==> config.mk <==
export PLATFORM = sky130hd
export DESIGN_NAME = atw_control
export DESIGN_NICKNAME = d
export VERILOG_FILES = /design/src/rtl/atw_pkg.sv /design/src/rtl/atw_control.sv
export SDC_FILE = /design/constraint.sdc
export NUM_CORES = 1
export LEC_CHECK = 0
export BUFFER_PORTS_ARGS = -buffer_cell sky130_fd_sc_hd__buf_2
export CAP_MARGIN = 20
export CORE_AREA = 10 10 47 49
export CTS_CLUSTER_DIAMETER = 30
export DETAILED_ROUTE_END_ITERATION = 6
export DIE_AREA = 0 0 57 59
export PLACE_DENSITY = 0.61
export SLEW_MARGIN = 10
export SYNTH_ARGS = -nofsm -noshare
export SYNTH_HDL_FRONTEND = slang
export SYNTH_SLANG_ARGS = --single-unit
export TNS_END_PERCENT = 100
==> constraint.sdc <==
create_clock -name clock -period 1.2 [get_ports clock]
set_clock_uncertainty 0.15 [all_clocks]
set_input_delay 0.12 -clock clock [delete_from_list [all_inputs] [get_ports clock]]
set_output_delay 0.12 -clock clock [all_outputs]
set_load 0.1 [all_outputs]
==> src/rtl/atw_pkg.sv <==
// ----------------------------------------------------------------------------
// atw_pkg
// Shared types, constants and helper functions of the ANSI text terminal
// writer.
// ----------------------------------------------------------------------------
package atw_pkg;

   localparam int NUM_TERMINALS  = 4;
   localparam int SCREEN_COLUMNS = 80;
   localparam int SCREEN_ROWS    = 25;
   localparam int SCREEN_CELLS   = SCREEN_COLUMNS * SCREEN_ROWS;
   localparam int TERM_BITS      = (NUM_TERMINALS > 1) ? $clog2(NUM_TERMINALS) : 1;
   localparam int CELL_BITS      = $clog2(SCREEN_CELLS);
   localparam int MEM_DEPTH      = NUM_TERMINALS * SCREEN_CELLS;
   localparam int MEM_ADDR_BITS  = $clog2(MEM_DEPTH);

   localparam logic [7:0]  CHAR_ESC     = 8'h1B;
   localparam logic [7:0]  CHAR_LBRACK  = 8'h5B;
   localparam logic [7:0]  CHAR_SGR     = 8'h6D;
   localparam logic [7:0]  CHAR_NEWLINE = 8'h0A;
   localparam logic [7:0]  CHAR_ZERO    = 8'h30;
   localparam logic [7:0]  CHAR_NINE    = 8'h39;
   localparam logic [7:0]  DEFAULT_COLOUR = 8'h07;
   localparam logic [9:0]  SGR_MAX      = 10'd1023;
   localparam logic [15:0] CLEAR_CELL   = 16'h0700;

   localparam logic COMMAND_PUT  = 1'b0;
   localparam logic COMMAND_READ = 1'b1;

   typedef enum logic [1:0] {
      PHASE_NORMAL = 2'd0,
      PHASE_ESC    = 2'd1,
      PHASE_CSI    = 2'd2
   } phase_type;

   typedef enum logic [3:0] {
      ST_CLEAR,
      ST_IDLE,
      ST_DECIDE,
      ST_READ,
      ST_WRITE,
      ST_SCROLL_RD,
      ST_SCROLL_WR,
      ST_BLANK,
      ST_FINISH
   } state_type;

   typedef struct packed {
      logic       command;
      logic [2:0] terminal;
      logic [7:0] char_code;
      logic [6:0] cell_col;
      logic [4:0] cell_row;
   } req_type;

   typedef struct packed {
      logic        status;
      logic [15:0] cell_value;
      logic        cell_written;
      logic        scrolled;
      logic [6:0]  cursor_col;
      logic [4:0]  cursor_row;
   } rsp_type;

   // Commands from controller to datapath.
   typedef struct packed {
      logic latch_req;     // capture the request and the terminal's state
      logic clear_step;    // write one clear cell, advance the sweep counter
      logic do_read;       // issue memory read of the requested cell
      logic do_write;      // write the new character cell
      logic escape_only;   // commit escape machine and newline state
      logic scroll_start;  // reset the scroll pointer
      logic scroll_rd;     // read the cell one row below the pointer
      logic scroll_wr;     // write it at the pointer, advance
      logic blank_wr;      // write a blank cell in the last row, advance
      logic finish;        // commit cursor, present the result
      logic reject;        // present a bad-terminal result
   } cmd_type;

   // Status from datapath to controller.
   typedef struct packed {
      logic clear_done;
      logic bad_terminal;
      logic is_read;
      logic is_print;      // put in normal phase that is not ESC: a printed byte or a newline
      logic needs_scroll;
      logic is_newline;
      logic scroll_last;   // pointer at last moved cell
      logic blank_last;    // pointer at last blank cell
   } sts_type;

   // Map an SGR colour code to its 3-bit VGA colour.
   function automatic logic [2:0] ansi_palette(input logic [2:0] code);
      case (code)
         3'd0: ansi_palette = 3'd0;
         3'd1: ansi_palette = 3'd4;
         3'd2: ansi_palette = 3'd2;
         3'd3: ansi_palette = 3'd6;
         3'd4: ansi_palette = 3'd1;
         3'd5: ansi_palette = 3'd5;
         3'd6: ansi_palette = 3'd3;
         default: ansi_palette = 3'd7;
      endcase
   endfunction

   // Apply one SGR parameter to a colour byte.
   function automatic logic [7:0] apply_sgr(input logic [9:0] p, input logic [7:0] c);
      logic [9:0] d;
      logic [7:0] r;
      r = c;
      d = 10'd0;
      if (p == 10'd0) begin
         r = DEFAULT_COLOUR;
      end else if (p >= 10'd30 && p <= 10'd37) begin
         d = p - 10'd30;
         r = {c[7:4], 1'b0, ansi_palette(d[2:0])};
      end else if (p >= 10'd90 && p <= 10'd97) begin
         d = p - 10'd90;
         r = {c[7:4], 1'b1, ansi_palette(d[2:0])};
      end else if (p >= 10'd40 && p <= 10'd47) begin
         d = p - 10'd40;
         r = {1'b0, ansi_palette(d[2:0]), c[3:0]};
      end else if (p >= 10'd100 && p <= 10'd107) begin
         d = p - 10'd100;
         r = {1'b1, ansi_palette(d[2:0]), c[3:0]};
      end
      return r;
   endfunction

endpackage

==> src/rtl/atw_control.sv <==
// ----------------------------------------------------------------------------
// atw_control
// Sequencer of the ANSI text terminal writer: clear sweep, reads, cell
// writes and the scroll walk.
// ----------------------------------------------------------------------------
module atw_control (
   input  logic             clock,
   input  logic             reset,
   input  logic             start,
   output logic             busy,
   input  atw_pkg::sts_type sts,
   output atw_pkg::cmd_type cmd
);
   import atw_pkg::*;

   state_type state_ff;
   state_type state_in;

   // State register.
   always_ff @(posedge clock) begin
      if (reset) begin
         state_ff <= ST_CLEAR;
      end else begin
         state_ff <= state_in;
      end
   end

   // Next state and commands.
   always_comb begin
      state_in = state_ff;
      cmd      = '0;
      busy     = 1'b1;
      case (state_ff)
         ST_CLEAR: begin
            if (sts.clear_done) begin
               state_in = ST_IDLE;
            end else begin
               cmd.clear_step = 1'b1;
            end
         end
         ST_IDLE: begin
            busy = 1'b0;
            if (start) begin
               cmd.latch_req = 1'b1;
               state_in      = ST_DECIDE;
            end
         end
         ST_DECIDE: begin
            if (sts.bad_terminal) begin
               cmd.reject = 1'b1;
               state_in   = ST_IDLE;
            end else if (sts.is_read) begin
               cmd.do_read = 1'b1;
               state_in    = ST_READ;
            end else begin
               cmd.escape_only = 1'b1;
               if (sts.is_print && sts.needs_scroll) begin
                  cmd.scroll_start = 1'b1;
                  state_in         = ST_SCROLL_RD;
               end else if (sts.is_print && !sts.is_newline) begin
                  state_in = ST_WRITE;
               end else begin
                  state_in = ST_FINISH;
               end
            end
         end
         ST_READ: begin
            state_in = ST_FINISH;
         end
         ST_SCROLL_RD: begin
            cmd.scroll_rd = 1'b1;
            state_in      = ST_SCROLL_WR;
         end
         ST_SCROLL_WR: begin
            cmd.scroll_wr = 1'b1;
            state_in      = sts.scroll_last ? ST_BLANK : ST_SCROLL_RD;
         end
         ST_BLANK: begin
            cmd.blank_wr = 1'b1;
            if (sts.blank_last) begin
               state_in = sts.is_newline ? ST_FINISH : ST_WRITE;
            end
         end
         ST_WRITE: begin
            cmd.do_write = 1'b1;
            state_in     = ST_FINISH;
         end
         ST_FINISH: begin
            cmd.finish = 1'b1;
            state_in   = ST_IDLE;
         end
         default: begin
            state_in = ST_IDLE;
         end
      endcase
   end

endmodule

Word-level counts from Yosys, hierarchy flattened --
Index checks and enable logic that the tools add are counted.
Storage, ports and cells: bits in writable memories 0, latch bits 0, word-level logic and storage cells 47, output and inout bits 12, memory bits (read-only) 0, register bits 4, memories 0
Cells by class: bitwise gates (word level) 0, add/subtract/negate cells 0, div/mod/pow operators 0, multiplexer cells 29, $lt $le $gt $ge 0, shift-type cells 0, reduce and logical (&&, ||, !) cells 6, $mul 0, eq/ne operators 11
Operators with widths (count):
- two-way mux 4 bit | 8
- case mux 4 bit (7 select lines) | 1
- equality test 4 x 3 -> 1 bit, second input constant | 4
- two-way mux 1 bit | 16
- equality test 4 x 2 -> 1 bit, second input constant | 2
- two-way mux 2 bit | 4
- != test 2 bit, second input constant | 3
- equality test 4 x 1 -> 1 bit, second input constant | 1
- equality test 4 bit, second input constant | 1
- logical NOT 4 bit | 1
- AND reduction 3 bit | 1
- logical AND 1 bit | 2
- OR reduction 2 bit | 1
- logical NOT 1 bit | 1

Longest topological paths before layout --
depth in word-level cells 7, mapped depth 4, mapped depth without buffers 3

Worst setup path before layout --
Ideal clock, no wire load.
path kind register to output, from reg state_ff[0], to out cmd[1] (netlist name), data required time 930 ps, cell stages (with the launch flop) 3, slack -2718 ps, arrival time 3648 ps, path buffers 1, cell sequence dfxtp_1 buf_2 nor4b_1
RTL lines:
- from (decl) | line atw_control.sv:16 | state_type state_ff;
- from (signal assigned) | line atw_control.sv:24 | state_ff <= state_in;
- to (decl) | line atw_control.sv:12 | output atw_pkg::cmd_type cmd

==> impl_metrics.env <==
export IMPL_cp_required_ps=930
export IMPL_clkPwrFrac_pct=32.8
export IMPL_power_leakage_nw=0.454
export IMPL_use_met3_pct=6.44
export IMPL_crit_path_start="state_ff[1]$_SDFFE_PP0P_"
export IMPL_grt_pass1_wl_mm=2.95
export IMPL_routed_wl_mm=1.89
export IMPL_drv_slew=0
export IMPL_grt_overflow=0
export IMPL_clk_pin_slew_ps=50
export IMPL_die_area_um2=3360
export IMPL_layout_commonest_cell="buf_4"
export IMPL_rows=14
export IMPL_cts_tree="built"
export IMPL_ctsLongestPathBuffers=2
export IMPL_grtUsageMet1_pct=10.0
export IMPL_drive_above_1_share_pct=82.1
export IMPL_track_usage_pct=10.5
export IMPL_p_sw_mw=0.222
export IMPL_finalCriticalPeriod_ps=1660
export IMPL_vias=587
export IMPL_whs_ps=13.4
export IMPL_seq_area_frac_synth_pct=21.3
export IMPL_io_pins=23
export IMPL_diodes=0
export IMPL_crit_family="simple AND/OR/NAND/NOR gates"
export IMPL_cts_sinks=4
export IMPL_fin_crit_sh_pct=138
export IMPL_ys_warn_count=0
export IMPL_yosysTopAreaCellShare_pct=21.3
export IMPL_endpoint="cmd[5]"
export IMPL_finalHoldViolCount=0
export IMPL_cts_made_buffers=3
export IMPL_synth_compound_area_share_pct=24.0
export IMPL_viasPerCell=5.29
export IMPL_avgSynthCellArea_um2=8.16
export IMPL_muxShareOfSynthArea_pct=0
export IMPL_r2r_slack_ps=-250
export IMPL_r2r_worst_path_cells=5
export IMPL_syn_inst=46
export IMPL_port_buffers=22
export IMPL_remaining_drc_errors=0
export IMPL_synth_cell_types=27
export IMPL_power_switching_share_pct=36.8
export IMPL_syn_area_um2=375
export IMPL_place_gp_congestion=0.815
export IMPL_setup_violations_final=16
export IMPL_htree_num_levels=1
export IMPL_path_buf_inv=1
export IMPL_critPathMaxStageDelay_ps=350
export IMPL_slew_headroom_pct=80.4
export IMPL_ant_nets=0
export IMPL_seq_power_share_pct=23.6
export IMPL_area_delta_synth_final_pct=193
export IMPL_start_kind="flip-flop"
export IMPL_top_regs="state_ff x4"
export IMPL_grt_busiest_layer="met2"
export IMPL_cp_arrival_ps=1390
export IMPL_use_met2_pct=18.0
export IMPL_start_util_pct=26.8
export IMPL_vdd_drop_max_mv=0.908
export IMPL_synthXorXnorAreaFrac_pct=0
export IMPL_synthTopCellsByArea="dfxtp_1 (21%), a31oi_1 (5.0%), and3_1 (5.0%), nand2b_1 (5.0%), nor2b_1 (5.0%)"
export IMPL_r2r_start="state_ff[1]$_SDFFE_PP0P_"
export IMPL_coreArea_um2=1400
export IMPL_synth_simple_gate_area_share_pct=49.7
export IMPL_r2r_end="state_ff[1]$_SDFFE_PP0P_"
export IMPL_die_h_um=59
export IMPL_synth_seq_cells=4
export IMPL_end_kind="output pin"
export IMPL_p_int_mw=0.382
export IMPL_hpwl_mm=1.34
export IMPL_violations="negative setup slack"
export IMPL_clk_insertion_delay_late_ps=250
export IMPL_max_cap_violations=0
export IMPL_pwr_share_comb_pct=43.5
export IMPL_cp_slowest_cell="dfxtp_2"
export IMPL_fmax_mhz=603
export IMPL_final_area_um2=1100
export IMPL_cts_root_buf="clkbuf_4"
export IMPL_pre_cts_slack_ps=-268
export IMPL_synth_nets=57
export IMPL_rsz0062_at_grt="yes"
export IMPL_grt_max_degree=7
export IMPL_top_register="state_ff"
export IMPL_powerDensity_nw_per_um2=550
export IMPL_status="finished with violations"
export IMPL_antenna_found_initial=0
export IMPL_synth_top_area_cell="dfxtp_1"
export IMPL_mostFrequentLayoutCells="buf_4 (18), buf_12 (13), buf_2 (10)"
export IMPL_wl_per_cell_um=17.0
export IMPL_die_x_um=57
export IMPL_hp_class="input pin to flip-flop"
export IMPL_synthAdderAreaFrac_pct=0
export IMPL_layout_nets=107
export IMPL_fillCellCount=87
export IMPL_synth_top_family_by_area="simple AND/OR/NAND/NOR gates"
export IMPL_largest_reg_flops=4
export IMPL_path_depth=4
export IMPL_path_cells="nor3b_4 -> and2_4 -> and3_4 -> buf_12"
export IMPL_worstMarginPinSlew_ps=293
export IMPL_setup_ws_ps=-458
export IMPL_dr_pass1_iters=4
export IMPL_cp_max_fo=4
export IMPL_first_iter_violations=3
export IMPL_grt_pass1_vias=658
export IMPL_finalSetupTns_ps=-5260
export IMPL_dpl_cell_area_um2=883
export IMPL_path_class="flip-flop to output pin"
-- worst register-to-register path, cell delays in order (launching register included) --
cell and delay (ps):
dfxtp_2 350, buf_6 120, buf_6 110, a211oi_4 40
or3_4 400, o21ba_4 220
-- synthesized netlist by cell type --
master and instances:
nor3b_2 1, and3_2 1, and2_1 2, a2111oi_2 1, nor4b_2 1, or3_1 1, inv_1 1, nand4_1 1
nand4b_1 1, o211ai_1 2, nor3_1 3, a211oi_1 2, nor4b_1 1, o21ba_1 1, nor3b_1 1, nor2b_1 3
nor2_1 2, nand2_1 1, dfxtp_1 4, and3_1 3, nand2b_1 3, a31oi_1 3, and3b_1 1, a21oi_1 1
a2111o_1 1, buf_2 3, and4b_1 1
-- metrics by stage --
stage | cells | util (%) | power [mW]
finish | 111 | 78.4 | 0.604
global route | 111 | 78.4 | 0.638
CTS | 106 | 71.0 | 0.566
detailed placement | 97 | 63.0 | 0.361
global placement | 97 | 63.0 | 0.356
floorplan | 46 | - | 0.264
-- power groups by stage --
stage / clock network (mW) / logic, mW / registers (mW)
after floorplan: 0 / 0.123 / 0.141
after global placement: 0 / 0.215 / 0.142
after detailed placement: 0 / 0.218 / 0.143
after CTS: 0.193 / 0.233 / 0.141
after global routing: 0.221 / 0.274 / 0.143
final: 0.198 / 0.263 / 0.143
-- what timing repair did --
item                                    CTS  global route
hold buffers                              1             0
endpoints found under the setup margin   16            16
setup buffers                             7             6
endpoints found under the hold margin     1             0
pin swaps                                10             5
resized for setup                        13            13
-- per-layer routing --
layer	share of wire [%]	up-vias
met5	0	-
met4	2.4	0
met3	10	6
met2	48	26
met1	40	277
li1	-	278
-- cell families (layout without fill, tap and decap cells) --
logic type	after synthesis	in the layout
AND/OR/NAND/NOR	27	27
AO/OA/AOI/OAI	11	11
flip-flops	4	4
buffers and inverters	4	53
-- worst min path at each step --
stage          depth (start not counted)  startpoint                        to  slack (ps)
5_1_grt                                3       reset  state_ff[2]$_SDFFE_PP0P_           2
2_1_floorplan                          1       reset  state_ff[0]$_SDFFE_PP0P_          50
3_3_place_gp                           2       reset  state_ff[0]$_SDFFE_PP0P_         160
4_1_cts                                3       reset  state_ff[2]$_SDFFE_PP0P_          30
6_report                               3       reset  state_ff[2]$_SDFFE_PP0P_          10
3_5_place_dp                           2       reset  state_ff[0]$_SDFFE_PP0P_         160
-- layout make-up --
type | instances | area, um^2 | area share (%)
timing repair buffer | 48 | 523 | 47.6
multi-input combinational | 38 | 435 | 39.6
sequential | 4 | 90.1 | 8.20
clock buffer | 4 | 26.3 | 2.39
tap | 16 | 20.0 | 1.82
inverter | 1 | 3.75 | 0.342
(Power assumes the default switching activity.)
